## src/sv/kmd_pkg.sv

```systemverilog
package kmd_pkg;

    localparam int COL_W      = 4;
    localparam int ROW_BITS_W = 8;
    localparam int NOW_W      = 16;
    localparam int KEYS_W     = 16;
    localparam int ROW_IDX_W  = 3;
    localparam int MODE_W     = 2;
    localparam int MS_W       = 8;
    localparam int CFG_IDX_W  = 2;
    localparam int CFG_DATA_W = 8;
    localparam int CNT_W      = 7;
    localparam int PRESS_W    = 5;
    localparam int SEC_W      = 3;
    localparam int SEC_ROWS   = 3;
    localparam int PSEUDO_ROWS = 4;
    localparam int F18_BIT    = 13;

    localparam logic [CNT_W-1:0] CNT_MAX = 7'd127;
    localparam logic [SEC_W-1:0] SEC_MAX = 3'd6;

    localparam logic [MODE_W-1:0] CLICK_NONE     = 2'd0;
    localparam logic [MODE_W-1:0] CLICK_SOLENOID = 2'd1;
    localparam logic [MODE_W-1:0] CLICK_BUZZER   = 2'd2;

    localparam logic [CFG_IDX_W-1:0] CFG_CLICK_MODE  = 2'd0;
    localparam logic [CFG_IDX_W-1:0] CFG_DEBOUNCE_MS = 2'd1;
    localparam logic [CFG_IDX_W-1:0] CFG_CLICK_MS    = 2'd2;

    localparam logic [MS_W-1:0] DEBOUNCE_RESET = 8'd2;
    localparam logic [MS_W-1:0] CLICK_RESET    = 8'd50;

    typedef struct packed {
        logic               any_change;
        logic [PRESS_W-1:0] presses;
    } kmd_merge_t;

endpackage

```

## src/sv/kmd_lane.sv

```systemverilog
module kmd_lane #(
    parameter int COLS = 16,
    parameter int ROW  = 0
) (
    input  logic                       clk,
    input  logic                       rst_n,
    input  logic                       accept,
    input  logic [kmd_pkg::COL_W-1:0]  column,
    input  logic                       row_bit,
    output logic [COLS-1:0]            raw,
    output logic                       changed,
    output logic                       counted
);
    import kmd_pkg::*;

    logic [COLS-1:0] raw_reg;
    logic [COLS-1:0] raw_next;
    logic [COLS-1:0] col_bit;
    logic            col_ok;
    logic            pressed;

    assign col_ok  = 32'(column) < COLS;
    assign col_bit = col_ok ? ({{(COLS-1){1'b0}}, 1'b1} << column) : '0;
    assign pressed = col_ok && row_bit;

    always_comb
    begin
        if (pressed)
        begin
            raw_next = raw_reg | col_bit;
        end
        else
        begin
            raw_next = raw_reg & ~col_bit;
        end
    end

    // security bits (top column, rows 0..3) are not counted
    assign changed = raw_next != raw_reg;
    assign counted = pressed && ((32'(column) < COLS - 1) || (ROW > 3));
    assign raw     = raw_reg;

    always_ff @(posedge clk or negedge rst_n)
    begin
        if (!rst_n)
        begin
            raw_reg <= '0;
        end
        else if (accept)
        begin
            raw_reg <= raw_next;
        end
    end

endmodule

```

## src/sv/kmd_merge.sv

```systemverilog
module kmd_merge #(
    parameter int ROWS = 8
) (
    input  logic [ROWS-1:0]         changed,
    input  logic [ROWS-1:0]         counted,
    output kmd_pkg::kmd_merge_t     result
);
    import kmd_pkg::*;

    always_comb
    begin
        result.any_change = |changed;
        result.presses    = '0;
        for (int r = 0; r < ROWS; r++)
        begin
            result.presses = result.presses + PRESS_W'(counted[r]);
        end
    end

endmodule

```

## src/sv/key_matrix_debounce_click.sv

```systemverilog
// An accepted end-of-scan sample is registered in eos_reg, which sets busy_reg and
// updates the stable matrix; rows then follow from row 0, one per cycle while out_stall is low.
// Throughput: one column sample per cycle; an end-of-scan sample waits until the
// previous ROWS-row report has drained from the stable-matrix output register.
// Reset (async, active low): matrices, timers, counts and levels clear;
// click mode none, debounce time 2 ms, click time 50 ms.
module key_matrix_debounce_click #(
    parameter int ROWS = 8,
    parameter int COLS = 16
) (
    input  logic                              clk,
    input  logic                              rst_n,
    input  logic                              in_valid,
    output logic                              in_stall,
    input  logic [kmd_pkg::COL_W-1:0]         column,
    input  logic [kmd_pkg::ROW_BITS_W-1:0]    row_bits,
    input  logic                              end_of_scan,
    input  logic [kmd_pkg::NOW_W-1:0]         now_ms,
    input  logic                              kana_led,
    output logic                              out_valid,
    input  logic                              out_stall,
    output logic [kmd_pkg::ROW_IDX_W-1:0]     row_index,
    output logic [kmd_pkg::KEYS_W-1:0]        row_keys,
    output logic                              last_row,
    output logic                              solenoid_on,
    output logic                              tone_on,
    input  logic                              cfg_we,
    input  logic [kmd_pkg::CFG_IDX_W-1:0]     cfg_index,
    input  logic [kmd_pkg::CFG_DATA_W-1:0]    cfg_data
);
    import kmd_pkg::*;

    localparam int IDX_W = $clog2(ROWS);
    localparam int TOP   = COLS - 1;

    logic                  accept;
    logic [COLS-1:0]       raw [ROWS];
    logic [ROWS-1:0]       changed;
    logic [ROWS-1:0]       counted;
    logic [ROWS-1:0]       lane_bit;
    kmd_merge_t            mrg;

    logic [MODE_W-1:0]     mode_reg;
    logic [MS_W-1:0]       debounce_reg;
    logic [MS_W-1:0]       click_reg;

    logic [CNT_W-1:0]      cnt_reg, cnt_next, cnt_base;
    logic [CNT_W:0]        cnt_sum;
    logic [CNT_W-1:0]      scnt_reg, scnt_next;
    logic                  chg_pending_reg, chg_pending_next;
    logic [NOW_W-1:0]      chg_stamp_reg, chg_stamp_next;
    logic                  click_pending_reg, click_pending_next;
    logic [NOW_W-1:0]      click_stamp_reg, click_stamp_next;
    logic [SEC_W-1:0]      sec_reg, sec_next;
    logic [SEC_W-1:0]      code;
    logic                  sol_reg, sol_next;
    logic                  tone_reg, tone_next;
    logic [COLS-1:0]       stable_reg [ROWS];
    logic [COLS-1:0]       stable_next [ROWS];

    logic                  eos_reg;
    logic [NOW_W-1:0]      now_reg;
    logic                  kana_reg;
    logic                  fire;
    logic [NOW_W-1:0]      deb_elapsed;
    logic [NOW_W-1:0]      click_elapsed;

    logic                  busy_reg;
    logic [IDX_W-1:0]      idx_reg;
    logic                  last_xfer;

    assign last_xfer = busy_reg && !out_stall && (idx_reg == IDX_W'(ROWS - 1));
    assign in_stall  = end_of_scan && (eos_reg || (busy_reg && !last_xfer));
    assign accept    = in_valid && !in_stall;

    for (genvar r = 0; r < ROWS; r++)
    begin : g_lane
        if (r < ROW_BITS_W)
        begin : g_sensed
            assign lane_bit[r] = row_bits[r];
        end
        else
        begin : g_released
            assign lane_bit[r] = 1'b0;
        end

        kmd_lane #(
            .COLS (COLS),
            .ROW  (r)
        ) u_lane (
            .clk     (clk),
            .rst_n   (rst_n),
            .accept  (accept),
            .column  (column),
            .row_bit (lane_bit[r]),
            .raw     (raw[r]),
            .changed (changed[r]),
            .counted (counted[r])
        );
    end

    kmd_merge #(
        .ROWS (ROWS)
    ) u_merge (
        .changed (changed),
        .counted (counted),
        .result  (mrg)
    );

    // scan count restarts in the end-of-scan stage
    assign cnt_base = eos_reg ? '0 : cnt_reg;
    assign cnt_sum  = {1'b0, cnt_base} + (CNT_W+1)'(mrg.presses);

    always_comb
    begin
        if (!accept)
        begin
            cnt_next = cnt_base;
        end
        else if (cnt_sum > {1'b0, CNT_MAX})
        begin
            cnt_next = CNT_MAX;
        end
        else
        begin
            cnt_next = cnt_sum[CNT_W-1:0];
        end
    end

    assign deb_elapsed = now_reg - chg_stamp_reg;
    assign fire = eos_reg && chg_pending_reg && (deb_elapsed >= NOW_W'(debounce_reg));

    assign chg_pending_next = (accept && mrg.any_change) ? 1'b1 :
                              (fire ? 1'b0 : chg_pending_reg);
    assign chg_stamp_next   = (accept && mrg.any_change) ? now_ms : chg_stamp_reg;

    // stable matrix and security pseudo keys
    always_comb
    begin
        stable_next = stable_reg;
        sec_next    = sec_reg;
        for (int i = 0; i < SEC_ROWS; i++)
        begin
            code[i] = ~raw[i][TOP];
        end
        if (fire)
        begin
            for (int r = 0; r < ROWS; r++)
            begin
                stable_next[r] = raw[r];
            end
            for (int r = 0; r < PSEUDO_ROWS; r++)
            begin
                stable_next[r][TOP] = 1'b0;
            end
            if (sec_reg == '0 && code != '0 && code <= SEC_MAX)
            begin
                for (int r = 0; r < ROWS; r++)
                begin
                    if (r == int'(code) - 1)
                    begin
                        stable_next[r][TOP] = 1'b1;
                    end
                end
            end
            else if (sec_reg != '0 && sec_reg <= SEC_MAX && code == '0)
            begin
                stable_next[0][F18_BIT] = 1'b1;
                for (int r = 0; r < ROWS; r++)
                begin
                    if (r == int'(sec_reg) - 1)
                    begin
                        stable_next[r][TOP] = 1'b1;
                    end
                end
            end
            sec_next = code;
        end
        else if (eos_reg)
        begin
            stable_next[0][F18_BIT] = 1'b0;
            for (int r = 0; r < PSEUDO_ROWS; r++)
            begin
                stable_next[r][TOP] = 1'b0;
            end
        end
    end

    // click feedback
    always_comb
    begin
        sol_next           = sol_reg;
        tone_next          = tone_reg;
        click_pending_next = click_pending_reg;
        click_stamp_next   = click_stamp_reg;
        scnt_next          = scnt_reg;
        if (fire)
        begin
            case (mode_reg)
                CLICK_SOLENOID:
                begin
                    if (cnt_reg > CNT_W'(1) || (cnt_reg == CNT_W'(1) && scnt_reg > CNT_W'(1)))
                    begin
                        sol_next           = 1'b0;
                        click_stamp_next   = now_reg;
                        click_pending_next = 1'b1;
                    end
                    else
                    begin
                        sol_next = cnt_reg != '0;
                    end
                end
                CLICK_BUZZER:
                begin
                    if (cnt_reg > scnt_reg)
                    begin
                        tone_next          = 1'b1;
                        click_stamp_next   = now_reg;
                        click_pending_next = 1'b1;
                    end
                end
                default:
                begin
                end
            endcase
            scnt_next = cnt_reg;
        end
        click_elapsed = now_reg - click_stamp_next;
        if (eos_reg && click_pending_next && click_elapsed >= NOW_W'(click_reg))
        begin
            case (mode_reg)
                CLICK_SOLENOID:
                begin
                    sol_next = 1'b1;
                end
                CLICK_BUZZER:
                begin
                    if (!kana_reg)
                    begin
                        tone_next = 1'b0;
                    end
                end
                default:
                begin
                end
            endcase
            click_pending_next = 1'b0;
        end
    end

    always_ff @(posedge clk)
    begin
        if (accept)
        begin
            now_reg  <= now_ms;
            kana_reg <= kana_led;
        end
    end

    always_ff @(posedge clk or negedge rst_n)
    begin
        if (!rst_n)
        begin
            mode_reg          <= CLICK_NONE;
            debounce_reg      <= DEBOUNCE_RESET;
            click_reg         <= CLICK_RESET;
            cnt_reg           <= '0;
            scnt_reg          <= '0;
            chg_pending_reg   <= 1'b0;
            chg_stamp_reg     <= '0;
            click_pending_reg <= 1'b0;
            click_stamp_reg   <= '0;
            sec_reg           <= '0;
            sol_reg           <= 1'b0;
            tone_reg          <= 1'b0;
            eos_reg           <= 1'b0;
            busy_reg          <= 1'b0;
            idx_reg           <= '0;
            for (int r = 0; r < ROWS; r++)
            begin
                stable_reg[r] <= '0;
            end
        end
        else
        begin
            if (cfg_we)
            begin
                case (cfg_index)
                    CFG_CLICK_MODE:  mode_reg     <= cfg_data[MODE_W-1:0];
                    CFG_DEBOUNCE_MS: debounce_reg <= cfg_data[MS_W-1:0];
                    CFG_CLICK_MS:    click_reg    <= cfg_data[MS_W-1:0];
                    default:
                    begin
                    end
                endcase
            end
            cnt_reg           <= cnt_next;
            scnt_reg          <= scnt_next;
            chg_pending_reg   <= chg_pending_next;
            chg_stamp_reg     <= chg_stamp_next;
            click_pending_reg <= click_pending_next;
            click_stamp_reg   <= click_stamp_next;
            sec_reg           <= sec_next;
            sol_reg           <= sol_next;
            tone_reg          <= tone_next;
            stable_reg        <= stable_next;
            eos_reg           <= accept && end_of_scan;
            if (eos_reg)
            begin
                busy_reg <= 1'b1;
                idx_reg  <= '0;
            end
            else if (busy_reg && !out_stall)
            begin
                if (idx_reg == IDX_W'(ROWS - 1))
                begin
                    busy_reg <= 1'b0;
                end
                else
                begin
                    idx_reg <= idx_reg + IDX_W'(1);
                end
            end
        end
    end

    assign out_valid   = busy_reg;
    assign row_index   = ROW_IDX_W'(idx_reg);
    assign row_keys    = KEYS_W'(stable_reg[idx_reg]);
    assign last_row    = idx_reg == IDX_W'(ROWS - 1);
    assign solenoid_on = sol_reg;
    assign tone_on     = tone_reg;

endmodule

```

## config.mk

```make
export PLATFORM = sky130hd
export DESIGN_NAME = key_matrix_debounce_click
export DESIGN_NICKNAME = d
export VERILOG_FILES = /design/src/sv/kmd_pkg.sv /design/src/sv/kmd_lane.sv /design/src/sv/kmd_merge.sv /design/src/sv/key_matrix_debounce_click.sv
export SDC_FILE = /design/constraint.sdc
export NUM_CORES = 1
export LEC_CHECK = 0
export ABC_CLOCK_PERIOD_IN_PS = 6800
export BUFFER_PORTS_ARGS = -buffer_cell sky130_fd_sc_hd__buf_2
export CELL_PAD_IN_SITES_DETAIL_PLACEMENT = 1
export CELL_PAD_IN_SITES_GLOBAL_PLACEMENT = 1
export CORE_MARGIN = 4
export CORE_UTILIZATION = 30
export CTS_BUF_LIST = sky130_fd_sc_hd__clkbuf_8 sky130_fd_sc_hd__clkbuf_16
export DETAILED_ROUTE_END_ITERATION = 10
export GPL_TIMING_DRIVEN = 1
export PLACE_DENSITY_LB_ADDON = 0.25
export SYNTH_ARGS = -nofsm -noshare
export SYNTH_HDL_FRONTEND = slang
export SYNTH_SLANG_ARGS = --single-unit
```

## constraint.sdc

```tcl
create_clock -name clk -period 6.8 [get_ports clk]
set_input_delay 0.34 -clock clk [delete_from_list [all_inputs] [get_ports clk]]
set_output_delay 0.34 -clock clk [all_outputs]
set_load 0.05 [all_outputs]
```

Yosys cells after proc, flatten, opt, wreduce, memory -nomap -nowiden. Index checks and enable logic that the tools add are counted. W data, S select, Z words.

Shift-type cells: 1. $add $sub $neg: 13. Equal/unequal tests: 29. Reduce and logical (&&, ||, !) cells: 43. Mux-type cells: 82. $lt $le $gt $ge: 10. Bitwise operators: 21.

Operators with widths (number): $mux W16 (13); $and A16 B16 Y16 (8); $ne A16 B16 Y1 (8); $or A16 B16 Y16 (8); $logic_not A32 Y1 (2); $mux W1 (60); $bmux W16 S3 (1); $eq A4 B4 Y1 const A (8); $ge A16 B8 Y1 (2); $pmux W16 S2 (1); $sub A16 B16 Y16 (2); $add A5 B1 Y5 (6); $mux W7 (3); $logic_and A1 B1 Y1 (20); $eq A3 B4 Y1 const A (4); $not A16 Y16 (1); $shl A1 B4 Y16 const A (1); $gt A7 B1 Y1 const B (2); $reduce_and A2 Y1 (5); $mux W3 (3); $add A7 B5 Y8 (1); $eq A2 B4 Y1 const A (2); $gt A8 B7 Y1 const B (1); $reduce_bool A2 Y1 (4); 22 further kinds (33).

Bits in registers: 349. Word-level logic and storage cells: 236.

Logic depth before layout (Yosys ltp). Gate-level depths: netlist of the first run.

Word-level depth: 13. Gate-level depth with buffers: 37. Gate-level depth less buffers: 36.

By module. A second synthesis of the first run with hierarchy kept.

Cells, all modules: 2050. Area, all modules: 21838.4 µm².

By module, submodules not included: key_matrix_debounce_click (times used 1, area each 12271.8 µm², seq. area each 5620.4 µm², cells an instance 1021); kmd_lane (g_lane[4].u_lane ...) (times used 4, area each 1201.2 µm², seq. area each 400.4 µm², cells an instance 130); kmd_lane (g_lane[0].u_lane ...) (times used 4, area each 1136.1 µm², seq. area each 400.4 µm², cells an instance 120); kmd_merge (times used 1, area each 217.7 µm², seq. area each 0.0 µm², cells an instance 29).

Least setup slack after synthesis of the first run. Ideal clock, no wire load.

Kind: register to register. Start point: register chg_stamp_reg[0]. End point: register sol_reg (netlist: solenoid_on). Arrival time: 6189 ps. Slack: 489 ps. Path buffers: 1. Period minus slack after synthesis: 6311 ps. Cell stages (with the launch flop): 36. Required time: 6677 ps. Path through: dfrtp_1 -> ha_1 -> fa_1 -> nand2b_1 -> nand2b_1 -> a21oi_1 -> xnor2_1 -> ha_1 -> o21a_1 -> o211ai_1 -> a21oi_1 -> nor4_1 -> and4b_1 -> a21oi_2 -> clkbuf_1 -> o211ai_1 -> a22o_1 -> ha_1 -> inv_1 -> fa_1 -> a21o_1 -> nor2_1 -> nor2_1 -> mux2i_1 -> o211ai_1 -> a22oi_2 -> o21a_1 -> nor2_1 -> ha_1 -> nor2b_1 -> o21ai_0 -> nand4_1 -> nor4_2 -> o211ai_2 -> a211oi_2 -> nor3_2.

Cells in the longest elaborated chain, start to end: 8. Elaborated cells between the ends (all ways): 12. Those cells by class: add/sub: 2; order compare: 2; mux: 5; reduce/logical: 3.

RTL lines: start, declared (RTL line key_matrix_debounce_click.sv:51) `logic [NOW_W-1:0] chg_stamp_reg, chg_stamp_next;`; start signal, assigned (RTL line key_matrix_debounce_click.sv:300) `chg_stamp_reg <= chg_stamp_next;`; $sub A16 B16 Y16 (RTL line key_matrix_debounce_click.sv:130) `assign deb_elapsed = now_reg - chg_stamp_reg;`; $ge A16 B8 Y1 (RTL line key_matrix_debounce_click.sv:131) `assign fire = eos_reg && chg_pending_reg && (deb_elapsed >= NOW_W'(debounce_reg));`; $logic_and A1 B1 Y1 (RTL line key_matrix_debounce_click.sv:131); $mux W16 (RTL line key_matrix_debounce_click.sv:197) `if (fire)`; via click_stamp_next[0] (RTL line key_matrix_debounce_click.sv:53) `logic [NOW_W-1:0] click_stamp_reg, click_stamp_next;`; $sub A16 B16 Y16 (RTL line key_matrix_debounce_click.sv:228) `click_elapsed = now_reg - click_stamp_next;`; $ge A16 B8 Y1 (RTL line key_matrix_debounce_click.sv:229) `if (eos_reg && click_pending_next && click_elapsed >= NOW_W'(click_reg))`; $logic_and A1 B1 Y1 (RTL line key_matrix_debounce_click.sv:229); $mux W1 (RTL line key_matrix_debounce_click.sv:229); via sol_next (RTL line key_matrix_debounce_click.sv:56) `logic sol_reg, sol_next;`; end signal, assigned (RTL line key_matrix_debounce_click.sv:304) `sol_reg <= sol_next;`; end, declared (RTL line key_matrix_debounce_click.sv:56).

The timed path passes the listed nets, and every way through them passes these cells. A chain may end at the register's enable or synchronous reset.

Final worst setup path of the first run.
Start point: register now_reg[0]. End point: register sol_reg (netlist: solenoid_on).

Cells in the longest elaborated chain, start to end: 8. Elaborated cells between the ends (all ways): 15. Those cells by class: add/sub: 2; order compare: 2; mux: 8; reduce/logical: 3.

RTL lines: start, declared (RTL line key_matrix_debounce_click.sv:62) `logic [NOW_W-1:0] now_reg;`; start signal, assigned (RTL line key_matrix_debounce_click.sv:255) `now_reg <= now_ms;`; $sub A16 B16 Y16 (RTL line key_matrix_debounce_click.sv:130); $ge A16 B8 Y1 (RTL line key_matrix_debounce_click.sv:131); $logic_and A1 B1 Y1 (RTL line key_matrix_debounce_click.sv:131); $mux W16 * (RTL line key_matrix_debounce_click.sv:197); via click_stamp_next[0] (RTL line key_matrix_debounce_click.sv:53); $sub A16 B16 Y16 * (RTL line key_matrix_debounce_click.sv:228); $ge A16 B8 Y1 * (RTL line key_matrix_debounce_click.sv:229); $logic_and A1 B1 Y1 * (RTL line key_matrix_debounce_click.sv:229); $mux W1 * (RTL line key_matrix_debounce_click.sv:229); via sol_next (RTL line key_matrix_debounce_click.sv:56).

The timed path passes the listed nets; every way through them passes the cells marked *.

==> summary.md, run 1 <==
| Metric | Value |
|---|---|
| Run status | finished, final reports clean |
| Pwr dens | 429 nW/um^2 |
| Hold Path End | mode_reg[1] |
| Post-synth top area share | 43.9% |
| CP max FO | 4 |
| Post-synthesis async set-or-reset flop share | 95.1% |
| Cts bufs inserted | 43 |
| Vias in the first global route | 15800 |
| R2r setup slk | 340 ps |
| CP arrival | 6920 ps |
| Critical Setup Path Class | flip-flop to flip-flop |
| Leakage | 9.54 nW |
| I/O pin cnt | 69 |
| Drt initial violations | 1042 |
| XOR/XNOR Fraction of Synth Area | 1.54% |
| Adder-cell share of the synthesized area | 4.70% |
| Synth area leaders | dfrtp_1, mux2_2, o21ai_0 |
| Drt drc | 0 |
| Via count | 14700 |
| Wirelength per Cell | 23.3 microns |
| Fin Setup TNS | 0 ps |
| Max VDD drop | 0.000222 V |
| HP Start | cfg_data[1] |
| Final HPWL from detailed placement | 44400 microns |
| CTS root buf | clkbuf_16 |
| Placement Rows | 91 |
| Yosys top cell by area | dfrtp_1 |
| Seq/Total Area, Yosys | 47.2% |
| Pre-antenna DRT Iters | 6 |
| Ys Warns | 0 |
| Critical Path RT | 7250 ps |
| Final setup viols | 0 |
| Routability congestion estimate | 0.959 |
| Placed instance area | 20000 sq um |
| Antenna-violating nets left | 0 |
| Netlist Area Pre-Place | 18700 sq um |
| Floorplan core area | 61700 sq um |
| Final period util | 95.1% |
| Via/cell ratio | 5.41 |
| Fillers | 6920 |
| Worst r2r dst | solenoid_on |
| Post-synthesis compound-gate area fraction | 16.5% |
| Startpoint Class | flip-flop |
| Final Util | 35.3% |
| Total power | 9.35 mW |
| Post-synth EDFFs | 17 |
| Reg-to-Reg Start | now_reg[0] |
| Die area | 66400 sq um |
| Final hold viol count | 0 |
| Skew final | 26.6 ps |
| Largest family of logic cells by synthesized area | compound AO/OA/AOI/OAI gates |
| PortBufs | 68 |
| Initial antenna violation count | 3 |
| Post-synthesis mux area share | 15.7% |
| Die width | 258 microns |
| Crit-path leading delay family | compound AO/OA/AOI/OAI gates |
| Worst-case clock buffer depth | 3 |
| TritonCTS clock tree | yes |
| Mapped Cells | 1778 |
| GRT Util Overall | 18.8% |
| Minimum clock period | 6460 ps |
| CP Depth | 33 |
| Worst Reg-to-Reg Cells | 33 |
| Post-synthesis cell type count | 86 |
| Effective utilization at floorplan | 30.3% |
| Syn avg cell area | 10.5 sq um |
| Hold path cells | 3 |
| Slew Viols, Final | 0 |
| Slew HR | 15.4% |
| Yosys reg bits | 349 |
| Crit end category | flip-flop |
| Max Cap Viol | 0 |
| Main synth FF type | dfrtp_1 |
| Global-route wire length before repair | 97900 microns |
| Share of cells above drive strength 1 | 22.8% |
| Area grow syn2layout | 16.6% |
| Clk Latency, worst-skew pair | 570 ps |
| Largest net degree at the start of global routing | 144 |
| Clock transition at path regs | 60 ps |
| HP Class | input port to flip-flop |
| Htree depth | 2 |
| Grt total ovfl | 0 |
| Layout Nets | 1965 |
| F_max | 155 MHz |
| Syn nets | 1889 |
| Worst path bufs/invs | 2 |
| RSZ-0062 raised after global routing | true |
| CP max-delay cell | fa_2 |
| Worst Tran Pin Value | 1270 ps |
| Detailed Route WL | 63400 microns |
| Die Ht | 258 microns |
| CP peak stage delay | 350 ps |
| Design Area, Final | 21800 sq um |
| Simple-Gate Fraction of Synth Area | 10.2% |
| CTS Sinks | 349 |
layer usage:
| layer | part of all wire (%) | up-vias | track usage [%] |
|---|---|---|---|
| met5 | 0.043 | - | 0 |
| met4 | 2.6 | 4 | 5.50 |
| met3 | 4.4 | 109 | 2.79 |
| met2 | 49 | 344 | 32.2 |
| met1 | 44 | 7621 | 25.0 |
| li1 | - | 6653 | - |
report_power, final:
group	internal, mW	total, mW	switching (mW)
clock network	1.38	2.31	0.928
registers	2.76	3.43	0.674
logic	1.57	3.62	2.05
area by class of cell:
cell class | instances | area, sq um | share of cell area (%)
multi-input cells | 1224 | 9180 | 42.1
well taps | 837 | 1050 | 4.80
clock inverters | 20 | 133 | 0.608
inverters | 108 | 405 | 1.86
repair buffers | 128 | 903 | 4.14
clock buffers | 56 | 1300 | 5.96
diodes | 1 | 2.50 | 0.0115
flip-flops and latches | 349 | 8830 | 40.5
cells in the mapped netlist (8+ instances only):
cell type and instances:
nand3_1 26, a222oi_1 16, o22ai_1 51, mux2i_1 25, o221ai_1 8, nand4_1 12
clkbuf_1 87, a31oi_1 9, xor2_1 10, a21o_1 15, inv_1 105, nor2_1 60
nor3_1 20, o21ai_0 198, a21oi_1 48, dfrtp_1 328, a22oi_1 28, o211ai_1 10
nand2b_1 22, a22o_1 12, xnor2_1 21, mux2_2 173, nand2_1 221, edfxtp_1 17
ha_1 59, mux4_2 32, nor2b_1 14, nor4_1 10
logic make-up after synthesis:
group                    count (synthesis)
AO/OA/AOI/OAI                          476
AND/OR/NAND/NOR                        419
flip-flops                             349
multiplexers                           231
buffers and inverters                  205
adder cells (fa/ha/maj)                 66
XOR/XNOR                                32
placed cells by master, fill, tap and decap left out, drive strengths merged, types with 14 or more instances in the layout:
cell type	n
clkbuf	56
dlygate4sd3	21
dfrtp	328
buf	107
inv	112
a222oi	16
nor2b	14
clkinv	15
mux2	173
mux2i	26
a22oi	29
nor2	60
a21o	16
nand2	221
o22ai	51
mux4	32
xnor2	22
nor3	21
o21ai	204
a21oi	51
nand3	26
edfxtp	17
nand2b	22
ha	59
per-stage QoR:
step	hold WS [ps]	instances	setup WS (ps)
2_1_floorplan	44.4	1778	489
3_3_place_gp	434	2620	240
3_5_place_dp	442	2620	66.9
4_1_cts	0.496	2717	5.39
5_1_grt	26.4	2723	-170
6_report	41.5	2723	337
worst max path at each step:
stage                           startpoint          end  slack, ps
after CTS                       now_reg[0]  solenoid_on          5
final                           now_reg[0]  solenoid_on        340
after detailed placement        now_reg[0]  solenoid_on         70
after floorplan           chg_stamp_reg[0]  solenoid_on        490
after global routing            now_reg[0]  solenoid_on       -170
after global placement          now_reg[0]  solenoid_on        240
worst reg2reg max path, delay by kind of cell, from the launching register on:
family / cells / cell delay, ps
compound gates: 12 / 2370
simple gates: 11 / 1620
fa+ha+maj: 6 / 1480
flops: 1 / 340
mux: 1 / 240
buf+inv: 2 / 130
xor+xnor: 1 / 130
repair_timing:
action / 4_1_cts / 5_1_grt
hold buffers: 21 / 0
setup endpoints to repair: 0 / 3
hold endpoints to repair: 119 / 0
buffers inserted: 0 / 5
resized for setup: 0 / 13
Note: power is estimated with default switching activity, not from simulation.
==> inputs of run 2 (changes only) <==
--- a/config.mk
+++ b/config.mk
@@ -5,7 +5,7 @@
 export SDC_FILE = /design/constraint.sdc
 export NUM_CORES = 1
 export LEC_CHECK = 0
-export ABC_CLOCK_PERIOD_IN_PS = 6800
+export ABC_CLOCK_PERIOD_IN_PS = 7560
 export BUFFER_PORTS_ARGS = -buffer_cell sky130_fd_sc_hd__buf_2
 export CELL_PAD_IN_SITES_DETAIL_PLACEMENT = 1
 export CELL_PAD_IN_SITES_GLOBAL_PLACEMENT = 1
==> constraint.sdc (replaced) <==
create_clock -name clk -period 7.56 [get_ports clk]
set_input_delay 0.378 -clock clk [delete_from_list [all_inputs] [get_ports clk]]
set_output_delay 0.378 -clock clk [all_outputs]
set_load 0.05 [all_outputs]
==> summary.md, run 2 (synthesized netlist as in run 1, its figures left out) <==
| Metric | Value |
|---|---|
| Run status | finished, final reports clean |
| F_max | 143 MHz |
| GRT Util Overall | 19.1% |
| Critical Setup Path Class | flip-flop to flip-flop |
| Floorplan core area | 61700 sq um |
| Worst setup margin | 563 ps |
| Skew final | 25.4 ps |
| CP max-delay cell | edfxtp_1 |
| R2r setup slk | 560 ps |
| Via/cell ratio | 5.41 |
| Clock transition at path regs | 60 ps |
| Grt total ovfl | 0 |
| CP arrival | 7460 ps |
| Htree depth | 2 |
| Final setup viols | 0 |
| CTS Sinks | 349 |
| Effective utilization at floorplan | 30.3% |
| Cts bufs inserted | 44 |
| Max Cap Viol | 0 |
| Pre-antenna DRT Iters | 6 |
| HP Class | input port to flip-flop |
| Fillers | 6897 |
| Drt drc | 0 |
| Placed instance area | 19900 sq um |
| DP Cell Count | 2611 |
| Commonest non-fill, non-tap cell in the layout | dfrtp_1 |
| Design Area, Final | 21600 sq um |
| Max VDD drop | 0.000228 V |
| Wirelength per Cell | 23.6 microns |
| Layout Nets | 1948 |
| Antenna diode count | 0 |
| I/O pin cnt | 69 |
| Critical Path RT | 8020 ps |
| Leakage | 9.45 nW |
| Detailed Route WL | 63900 microns |
| Final period util | 92.5% |
| Worst Reg-to-Reg Cells | 32 |
| Worst Tran Pin Value | 1080 ps |
| Die area | 66400 sq um |
| DP Worst Slack | 403 ps |
| CTS root buf | clkbuf_16 |
| Largest net degree at the start of global routing | 126 |
| CP peak stage delay | 530 ps |
| Clk Latency, worst-skew pair | 580 ps |
| FF+latch area | 8830 sq um |
| Minimum clock period | 7000 ps |
| Global-route wire length before repair | 98500 microns |
| Initial antenna violation count | 1 |
| Area grow syn2layout | 15.3% |
| Antenna-violating nets left | 0 |
| Multi-input logic area | 9130 sq um |
| Crit end category | flip-flop |
| Share of cells above drive strength 1 | 21.9% |
| Final HPWL from detailed placement | 44700 microns |
| Via count | 14600 |
| Die Ht | 258 microns |
| Slew HR | 27.5% |
| Die width | 258 microns |
| Slew Viols, Final | 0 |
| CP max FO | 8 |
| PortBufs | 68 |
| Routability congestion estimate | 0.963 |
| Placement Rows | 91 |
| Vias in the first global route | 15800 |
| Hold path cells | 1 |
| TritonCTS clock tree | yes |
| Worst-case clock buffer depth | 3 |
| Commonest cells after routing, fill and taps aside | dfrtp_1, nand2_1, o21ai_0 |
| Layout Cells excl Fill | 2707 |
| Startpoint Class | flip-flop |
| Pwr dens | 388 nW/um^2 |
| Drt initial violations | 1016 |
| Final hold viol count | 0 |
## run 2: cell count changes in the layout (fill, tap and decap cells not counted), sizes merged
cell and delta:
clkinvlp +1, bufinv +1, buf -13, inv +6, dlygate4sd3 -5, diode -1, clkbuf -3, clkinv -2
## run 2: worst max-delay path: cells and delay by family (launching register included)
kind            cells  cell delay, ps
compound gates     14            2640
mux                 1             250
fa+ha+maj           5            1570
xor+xnor            1             130
flops               1             530
simple gates       10            1650
buf+inv             1              70
## run 2: power by group
group | leakage [nW] | internal, mW | switching (mW)
clock | 0.745 | 1.23 | 0.849
sequential | 4.40 | 2.48 | 0.621
combinational | 4.30 | 1.37 | 1.82
total | 9.45 | 5.08 | 3.29
## run 2: repair_timing
action,in CTS,in global routing
hold buffers,16,0
gates resized for setup,0,1
hold endpoints to repair,110,0
setup endpoints to repair,0,2
buffers inserted,0,1
## run 2: area by class of cell
cell class                      instances  area share (%)
Inverter                              108            1.88
Timing Repair Buffer                  110            3.33
Multi-Input combinational cell       1224            42.3
Clock buffer                           53            5.74
Clock inverter                         26           0.906
Sequential cell                       349            40.9
Tap cell                              837            4.86
## run 2: metal layers
| layer | share of wire (%) | track usage [%] | vias to the layer above |
|---|---|---|---|
| li1 | - | - | 6611 |
| met2 | 49 | 32.4 | 334 |
| met3 | 4.4 | 2.97 | 115 |
| met5 | 0.020 | 0 | - |
| met1 | 44 | 25.2 | 7576 |
| met4 | 2.8 | 5.68 | 2 |
## run 2: final timing paths
| path | to | startpoint |
|---|---|---|
| max | solenoid_on | now_reg[4] |
| min | now_reg[13] | now_ms[13] |
| max reg2reg | solenoid_on | now_reg[4] |
| min reg2reg | stable_reg[66] | stable_reg[66] |
| max in group asynchronous | g_lane[3].u_lane.raw[9] | rst_n |
| min in group asynchronous | g_lane[0].u_lane.raw[4] | rst_n |
## run 2: stage by stage
step	hold slack, ps	util [%]	total power [mW]	TNS [ps]
4_1_cts	10.9	34.9	8.48	0
6_report	39.5	34.9	8.37	0
2_1_floorplan	82.4	-	5.23	0
5_1_grt	22.2	34.9	8.93	-24.2
3_5_place_dp	484	32.3	6.33	0
3_3_place_gp	469	32.3	6.22	0
